File: src/hw/rtl/sadvt_pkg.sv
// Shared constants and types for the six-axis damped view tracker.
// No dependencies; used by sadvt_isqrt and the core top level.
package sadvt_pkg;
  localparam int unsigned TickMsDefault = 10;
  localparam int unsigned NumChan = 6;
  localparam int unsigned CfgIdxW = 3;
  localparam logic [15:0] DampQ16 = 16'd58982;
  localparam logic [15:0] GainQ16 = 16'd197;
  localparam logic [15:0] NearScaleQ16 = 16'd52429;
  localparam logic signed [33:0] HalfTurn = 34'sd11796480;
  localparam logic signed [33:0] FullTurn = 34'sd23592960;
  localparam logic signed [33:0] BoxX = 34'sd9830400;
  localparam logic signed [33:0] BoxY = 34'sd5242880;
  localparam logic signed [33:0] BoxZ = 34'sd327680;
  localparam logic [30:0] ClipMax = 31'h7FFFFFFF;
  localparam logic [30:0] OneQ16 = 31'd65536;

  typedef struct packed {
    logic        start;
    logic [65:0] radicand;
  } sqrt_req_t;

  typedef struct packed {
    logic        busy;
    logic        done;
    logic [32:0] root;
  } sqrt_rsp_t;

  function automatic logic signed [31:0] sat32(input logic signed [63:0] v);
    if (v > 64'sd2147483647) return 32'sh7FFFFFFF;
    if (v < -64'sd2147483648) return 32'sh80000000;
    return v[31:0];
  endfunction
endpackage

File: src/hw/rtl/sadvt_isqrt.sv
// Bit-serial floor integer square root, one result bit per cycle.
// Depends on sadvt_pkg for the request and response structs.
module sadvt_isqrt
  import sadvt_pkg::*;
(
  input  logic      clk_i,
  input  logic      rst_ni,
  input  sqrt_req_t req_i,
  output sqrt_rsp_t rsp_o
);
  logic [65:0] rem_q, rem_d;
  logic [65:0] rad_q, rad_d;
  logic [32:0] root_q, root_d;
  logic [5:0]  cnt_q, cnt_d;
  logic        busy_q, busy_d, done_q, done_d;
  logic [67:0] trial, cand;

  always_comb begin
    rem_d = rem_q; rad_d = rad_q; root_d = root_q; cnt_d = cnt_q;
    busy_d = busy_q; done_d = 1'b0;
    cand = {rem_q[65:0], rad_q[65:64]};
    trial = cand - {33'd0, root_q, 2'b01};
    if (req_i.start) begin
      rem_d = '0; rad_d = req_i.radicand; root_d = '0; cnt_d = '0; busy_d = 1'b1;
    end else if (busy_q) begin
      rad_d = {rad_q[63:0], 2'b00};
      if (!trial[67]) begin
        rem_d = trial[65:0]; root_d = {root_q[31:0], 1'b1};
      end else begin
        rem_d = cand[65:0]; root_d = {root_q[31:0], 1'b0};
      end
      cnt_d = cnt_q + 6'd1;
      if (cnt_q == 6'd32) begin
        busy_d = 1'b0; done_d = 1'b1;
      end
    end
  end

  always_ff @(posedge clk_i or negedge rst_ni) begin
    if (!rst_ni) begin
      busy_q <= 1'b0; done_q <= 1'b0; cnt_q <= '0;
    end else begin
      busy_q <= busy_d; done_q <= done_d; cnt_q <= cnt_d;
    end
  end

  always_ff @(posedge clk_i) begin
    rem_q <= rem_d; rad_q <= rad_d; root_q <= root_d;
  end

  assign rsp_o.busy = busy_q;
  assign rsp_o.done = done_q;
  assign rsp_o.root = root_q;
endmodule
File: config.mk
export PLATFORM = sky130hd
export DESIGN_NAME = sadvt_isqrt
export DESIGN_NICKNAME = d
export VERILOG_FILES = /design/src/hw/rtl/sadvt_pkg.sv /design/src/hw/rtl/sadvt_isqrt.sv
export SDC_FILE = /design/constraint.sdc
export NUM_CORES = 1
export LEC_CHECK = 0
export BUFFER_PORTS_ARGS = -buffer_cell sky130_fd_sc_hd__buf_2
export CORE_MARGIN = 10
export CORE_UTILIZATION = 35
export CTS_BUF_LIST = sky130_fd_sc_hd__clkbuf_8
export DETAILED_ROUTE_END_ITERATION = 16
export GPL_ROUTABILITY_DRIVEN = 0
export GPL_TIMING_DRIVEN = 0
export SYNTH_ARGS = -nofsm -noshare
export SYNTH_HDL_FRONTEND = slang
export SYNTH_SLANG_ARGS = --single-unit
File: constraint.sdc
create_clock -name clk_i -period 9.2 [get_ports clk_i]
set_clock_uncertainty 0.1 [all_clocks]
set_input_delay 0.46 -clock clk_i [delete_from_list [all_inputs] [get_ports clk_i]]
set_output_delay 0.46 -clock clk_i [all_outputs]
set_load 0.01 [all_outputs]
==> run summary, run 1 <==
I/O Buffers -> 103
H-tree Lvls -> 4
Unique masters post-synth -> 69
# Post-CTS Setup Buffers -> 0
Die height -> 187.8 um
RSZ-0062 raised after global routing -> false
Maximum clock rate -> 220.4 MHz
Area Overhead vs Synth -> 14.46%
Drt first pass iters -> 6
Via Count -> 8056
Post-route ant nets -> 0
Post-Layout Cell Count -> 1552
Number of synthesized register bits -> 173
Least-Margin Pin Slew -> 1012 ps
Setup crit end kind -> register
PostCTS Resize Cnt -> 0
Worst Hold Path Cells -> 2
Sequential cell fraction of total power -> 0.291
Status -> completed
Clk slew on worst S/H paths -> 120 ps
Final WS setup -> 4662 ps
DRC -> 0
Async set or reset register ratio after synthesis -> 0.04624
CP max FO -> 9
Initial antenna violation count -> 12
# fillers -> 2825
Final worst-path cycle share -> 0.4933
WL/cell -> 17.10 um
Leak -> 4.635 nW
Via density -> 5.191
Fin. Hold Viols -> 0
Main synth FF type -> dfxtp_1
Largest net degree at the start of global routing -> 45
Worst VDD drop -> 0.0001421 V
Std-Cell Rows -> 61
WL final -> 26.53 mm
Die area -> 35260 um^2
Most frequent cells in the layout -> nor2_1, buf_2, dfxtp_1, edfxtp_1, mux2_2
GRT Total Usage -> 0.1491
Share of cells above drive strength 1 -> 0.1950
Cts bufs inserted -> 17
Fin crit period -> 4538 ps
Max-slew headroom -> 0.3161
Critical path class -> reg2reg
Hpwl dp -> 19.86 mm
Int Power -> 2.080 mW
Setup violators final -> 0
Max Slew Vio Count -> 0
CTS Sinks -> 173
Deepest clock path buffer count -> 2
Pwr dens -> 335.6 nW/um^2
Clock power share -> 0.143
Mapped cell area -> 9853 um^2
Total global routing overflow -> 0
Total power -> 3.785 mW
1st-iter DRT viols -> 457
Net Sw Frac -> 0.4504
Final net count -> 1261
R2R depth -> 12
Starting Density -> 0.3547
Net Sw Power -> 1.705 mW
Mapped Cells -> 1032
CP Data Required Time -> 9470 ps
CTS tree -> done
Pre-CTS setup slack -> 4787 ps
Syn_nets -> 1137
Io pins -> 104
Hold crit path type -> in2reg
Die Wd -> 187.8 um
CTS root buffer -> clkbuf_8
Crit start category -> register
Total number of yosys warnings -> 0
Core area -> 27780 um^2
Number of synthesized flops with an enable pin -> 66
Comb power frac -> 0.565
Most common cell after layout, fill and taps aside -> nor2_1
Number of global-route vias before repair -> 8051
Max cap viols -> 0
Cell count after placement -> 1514
Placement Cell Area -> 10860 um^2
Worst-Skew Late Latency -> 480 ps
Critical Path AT -> 4800 ps
Avg Inst Size Synth -> 9.548 um^2
Setup TNS -> 0 ps
Global-route wire length before repair -> 43.02 mm
Register area share after synthesis -> 0.4226
Final Cell Area -> 11280 um^2
## through the flow
step	hold WS, ps	util
after floorplan	64.41	-
after global placement	218.4	0.3902
after detailed placement	224.1	0.3910
after CTS	129.6	0.4055
after global routing	150.8	0.4058
final	160.3	0.4060
## timing repair
action / CTS / global route
setup endpoints to repair: 0 / 0
endpoints found under the hold margin: 8 / 0
hold buffers: 1 / 0
## synth_stat cells, types with 9 or more instances
cell / number / area [um^2]
nor2_1: 131 / 491.7
dfxtp_1: 99 / 1982
edfxtp_1: 66 / 1982
mux2_2: 65 / 732.0
a21oi_1: 64 / 320.3
nand2_1: 60 / 225.2
clkbuf_1: 52 / 195.2
inv_1: 46 / 172.7
a211oi_1: 44 / 330.3
mux2i_1: 44 / 440.4
xnor2_1: 41 / 359.1
o21ai_0: 40 / 200.2
ha_1: 36 / 450.4
nor3_1: 29 / 145.1
xor2_1: 23 / 201.4
nor4_1: 14 / 87.58
nand4_1: 13 / 81.33
a21o_1: 11 / 82.58
or4_1: 11 / 82.58
nand2b_1: 10 / 62.56
or3_1: 10 / 62.56
nand3_1: 9 / 45.04
## layer usage
layer  share of wire  wire length, um  GRT usage  vias to the layer above
li1                -                -          -                     3991
met1            0.46            12210     0.1923                     3768
met2            0.43            11430     0.2251                      249
met3           0.088             2348    0.05603                       38
met4           0.018              487    0.04769                       10
met5          0.0023               62          0                        -
## logic make-up after synthesis
kind of cell,synth area share
compound gates,0.1417
xor+xnor,0.05689
fa+ha+maj,0.04571
buf+inv,0.04736
flops,0.4226
mux,0.1201
simple gates,0.1656
## path summary, 6_finish.rpt
kind	from	endpoint	slack, ps
min in group asynchronous	rst_ni	done_q$_DFF_PN0_	290
worst min register to register	rem_q[31]$_SDFFE_PP0P_	rem_q[31]$_SDFFE_PP0P_	370
worst max register to register	root_q[18]$_SDFFE_PP0P_	rem_q[61]$_SDFFE_PP0P_	4660
max in group asynchronous	rst_ni	cnt_q[0]$_DFFE_PN0P_	8520
worst max-delay path	root_q[18]$_SDFFE_PP0P_	rem_q[61]$_SDFFE_PP0P_	4660
worst min-delay path	req_i[1]	rad_q[1]$_SDFFCE_PN0P_	160
## flip-flops by register name, indices dropped and copies added (netlist names)
signal and cells:
rad_q 66, done_q 1, root_q 33, rem_q 66
cnt_q 6, busy_q 1
## worst max-delay path: stages (launching register included)
cell	delay, ps
dfxtp_1	380
inv_1	70
ha_1	270
clkbuf_1	320
nand4_1	260
nor4_1	570
nand4_1	240
a211oi_1	520
o41ai_1	170
a21boi_0	750
nor3_1	260
and4_1	280
nor4_1	250
## power by group through the flow
stage	Combinational, mW	Sequential [mW]	Clock [mW]
2_1_floorplan	1.67	1.08	0
3_3_place_gp	2.10	1.11	0
3_5_place_dp	2.11	1.12	0
4_1_cts	2.12	1.10	0.557
5_1_grt	2.37	1.12	0.583
6_report	2.14	1.10	0.543
## final cells by class
cell class,count,area [um^2],area share
Antenna cell,5,12.51,0.001109
Multi-Input combinational cell,748,5223,0.4631
Buffer,65,294.0,0.02607
Timing Repair Buffer,105,545.5,0.04837
Clock buffer,17,234.0,0.02075
Sequential cell,173,4164,0.3692
Inverter,46,172.7,0.01531
Clock inverter,15,160.2,0.01420
Tap cell,378,473.0,0.04193
(Power assumes the default switching activity.)
==> inputs of run 2 (changes only) <==
- clock period: 9.2 -> 4.4 ns (I/O delays scaled with it)
==> run 2 against run 1 <==
Effect of this change: final cell count grew 4.1%; clock power grew 110%; power grew 110%; sequential share of layout area shrank 2.0 points; critical endpoint is now rem_q[58]$_SDFFE_PP0P_; clock-buffer cell count is the same; hold slack lost 120 ps; die area is the same; largest cell class unchanged.
==> run summary, run 2 (same netlist as run 1, synthesis figures left out) <==
Status -> completed
Die Wd -> 187.8 um
1st-iter DRT viols -> 471
Setup violators final -> 0
Worst-Skew Late Latency -> 480 ps
Final hold slack -> 41.80 ps
Max-slew headroom -> 0.3279
Cts bufs inserted -> 17
WL final -> 27.76 mm
Crit start category -> register
Std-Cell Rows -> 61
DR top layer -> met4
Die area -> 35260 um^2
Via density -> 5.173
Starting Density -> 0.3547
M1 wire length -> 12.65 mm
Largest regs -> rad_q: 66 flops, rem_q: 66 flops, root_q: 33 flops
Final Cell Area -> 11940 um^2
Setup crit end kind -> register
CTS root buffer -> clkbuf_8
Pwr dens -> 667.9 nW/um^2
Most frequent cells in the layout -> nor2_1, buf_2, dfxtp_1, dlygate4sd3_1, edfxtp_1
Critical Path AT -> 4370 ps
Metal3 WL -> 2.049 mm
Post-Layout Cell Count -> 1615
CTS tree -> done
Global-route wire length before repair -> 45.04 mm
Max Slew Vio Count -> 0
Placement Cell Area -> 10860 um^2
Total global routing overflow -> 0
Number of global-route vias before repair -> 8463
Worst VDD drop -> 0.0002960 V
Least-Margin Pin Slew -> 994.1 ps
RSZ-0062 raised after global routing -> false
Deepest clock path buffer count -> 2
Hpwl dp -> 19.86 mm
Most common cell after layout, fill and taps aside -> nor2_1
Post-route ant nets -> 0
Util after Layout -> 0.4296
WL met2 -> 12.53 mm
CTS Sinks -> 173
Via Count -> 8355
Final worst-path cycle share -> 0.9304
# Post-CTS Setup Buffers -> 0
Final WS setup -> 306.3 ps
Fin crit period -> 4094 ps
Max cap viols -> 0
Hold crit path type -> in2async
Maximum clock rate -> 244.3 MHz
Pre-CTS setup slack -> -13.37 ps
CP max FO -> 9
Cell count after placement -> 1514
CP Data Required Time -> 4680 ps
Clk slew on worst S/H paths -> 110 ps
Share of cells above drive strength 1 -> 0.1854
Die height -> 187.8 um
Io pins -> 104
Drt first pass iters -> 6
Core area -> 27780 um^2
WL/cell -> 17.19 um
GRT Total Usage -> 0.1553
Critical path class -> reg2reg
I/O Buffers -> 103
Area Overhead vs Synth -> 21.13%
DRC -> 0
Leak -> 4.912 nW
Final net count -> 1327
Fin. Hold Viols -> 0
H-tree Lvls -> 4
Initial antenna violation count -> 2
Largest net degree at the start of global routing -> 45
[run 2: area by class of cell]
type	count	area (um^2)
Antenna cell	2	5.005
Buffer	65	294.0
Inverter	46	172.7
Tap cell	378	473.0
Clock inverter	15	160.2
Timing Repair Buffer	171	1206
Sequential cell	173	4164
Clock buffer	17	234.0
Fill cell	2752	15850
Multi-Input combinational cell	748	5226
[run 2: worst max-delay path, cell delays in order, from the launching register on]
cell and delay [ps]:
dfxtp_1 390, inv_1 60, ha_1 270, clkbuf_1 270
nand2_1 170, or4_1 490, a21o_1 220, a2111oi_0 840
o311a_1 270, clkbuf_1 410, nor3_1 140, xnor2_1 150
a211oi_1 230
[run 2: worst paths after layout]
path	from	end	slack, ps	depth (start not counted)
hold reg to reg	rem_q[31]$_SDFFE_PP0P_	rem_q[31]$_SDFFE_PP0P_	370	2
setup reg to reg	root_q[12]$_SDFFE_PP0P_	rem_q[58]$_SDFFE_PP0P_	310	12
min in group clk_i	req_i[66]	rem_q[21]$_SDFFE_PP0P_	180	3
max in group asynchronous	rst_ni	cnt_q[0]$_DFFE_PN0P_	3970	2
hold / removal	rst_ni	done_q$_DFF_PN0_	40	2
setup / recovery	root_q[12]$_SDFFE_PP0P_	rem_q[58]$_SDFFE_PP0P_	310	12
[run 2: power by group]
part / internal, mW / switching (mW)
logic: 1.96 / 2.57
clock network: 0.429 / 0.706
registers: 2.00 / 0.303
total: 4.39 / 3.58
[run 2: metal layers]
metal | track usage | vias to the layer above
li1 | - | 4121
met1 | 0.2001 | 3958
met2 | 0.2447 | 242
met3 | 0.04508 | 34
met4 | 0.04985 | 0
met5 | 0 | -
[run 2: timing repair]
action,in CTS,in global routing
hold buffers,67,0
endpoints found under the setup margin,1,1
resized for setup,1,1
hold endpoints to repair,74,0
[run 2: metrics by stage]
stage	setup TNS, ps	power (mW)
2_1_floorplan	0	5.753
3_3_place_gp	0	6.710
3_5_place_dp	-13.37	6.745
4_1_cts	0	7.948
5_1_grt	0	8.587
6_report	0	7.971
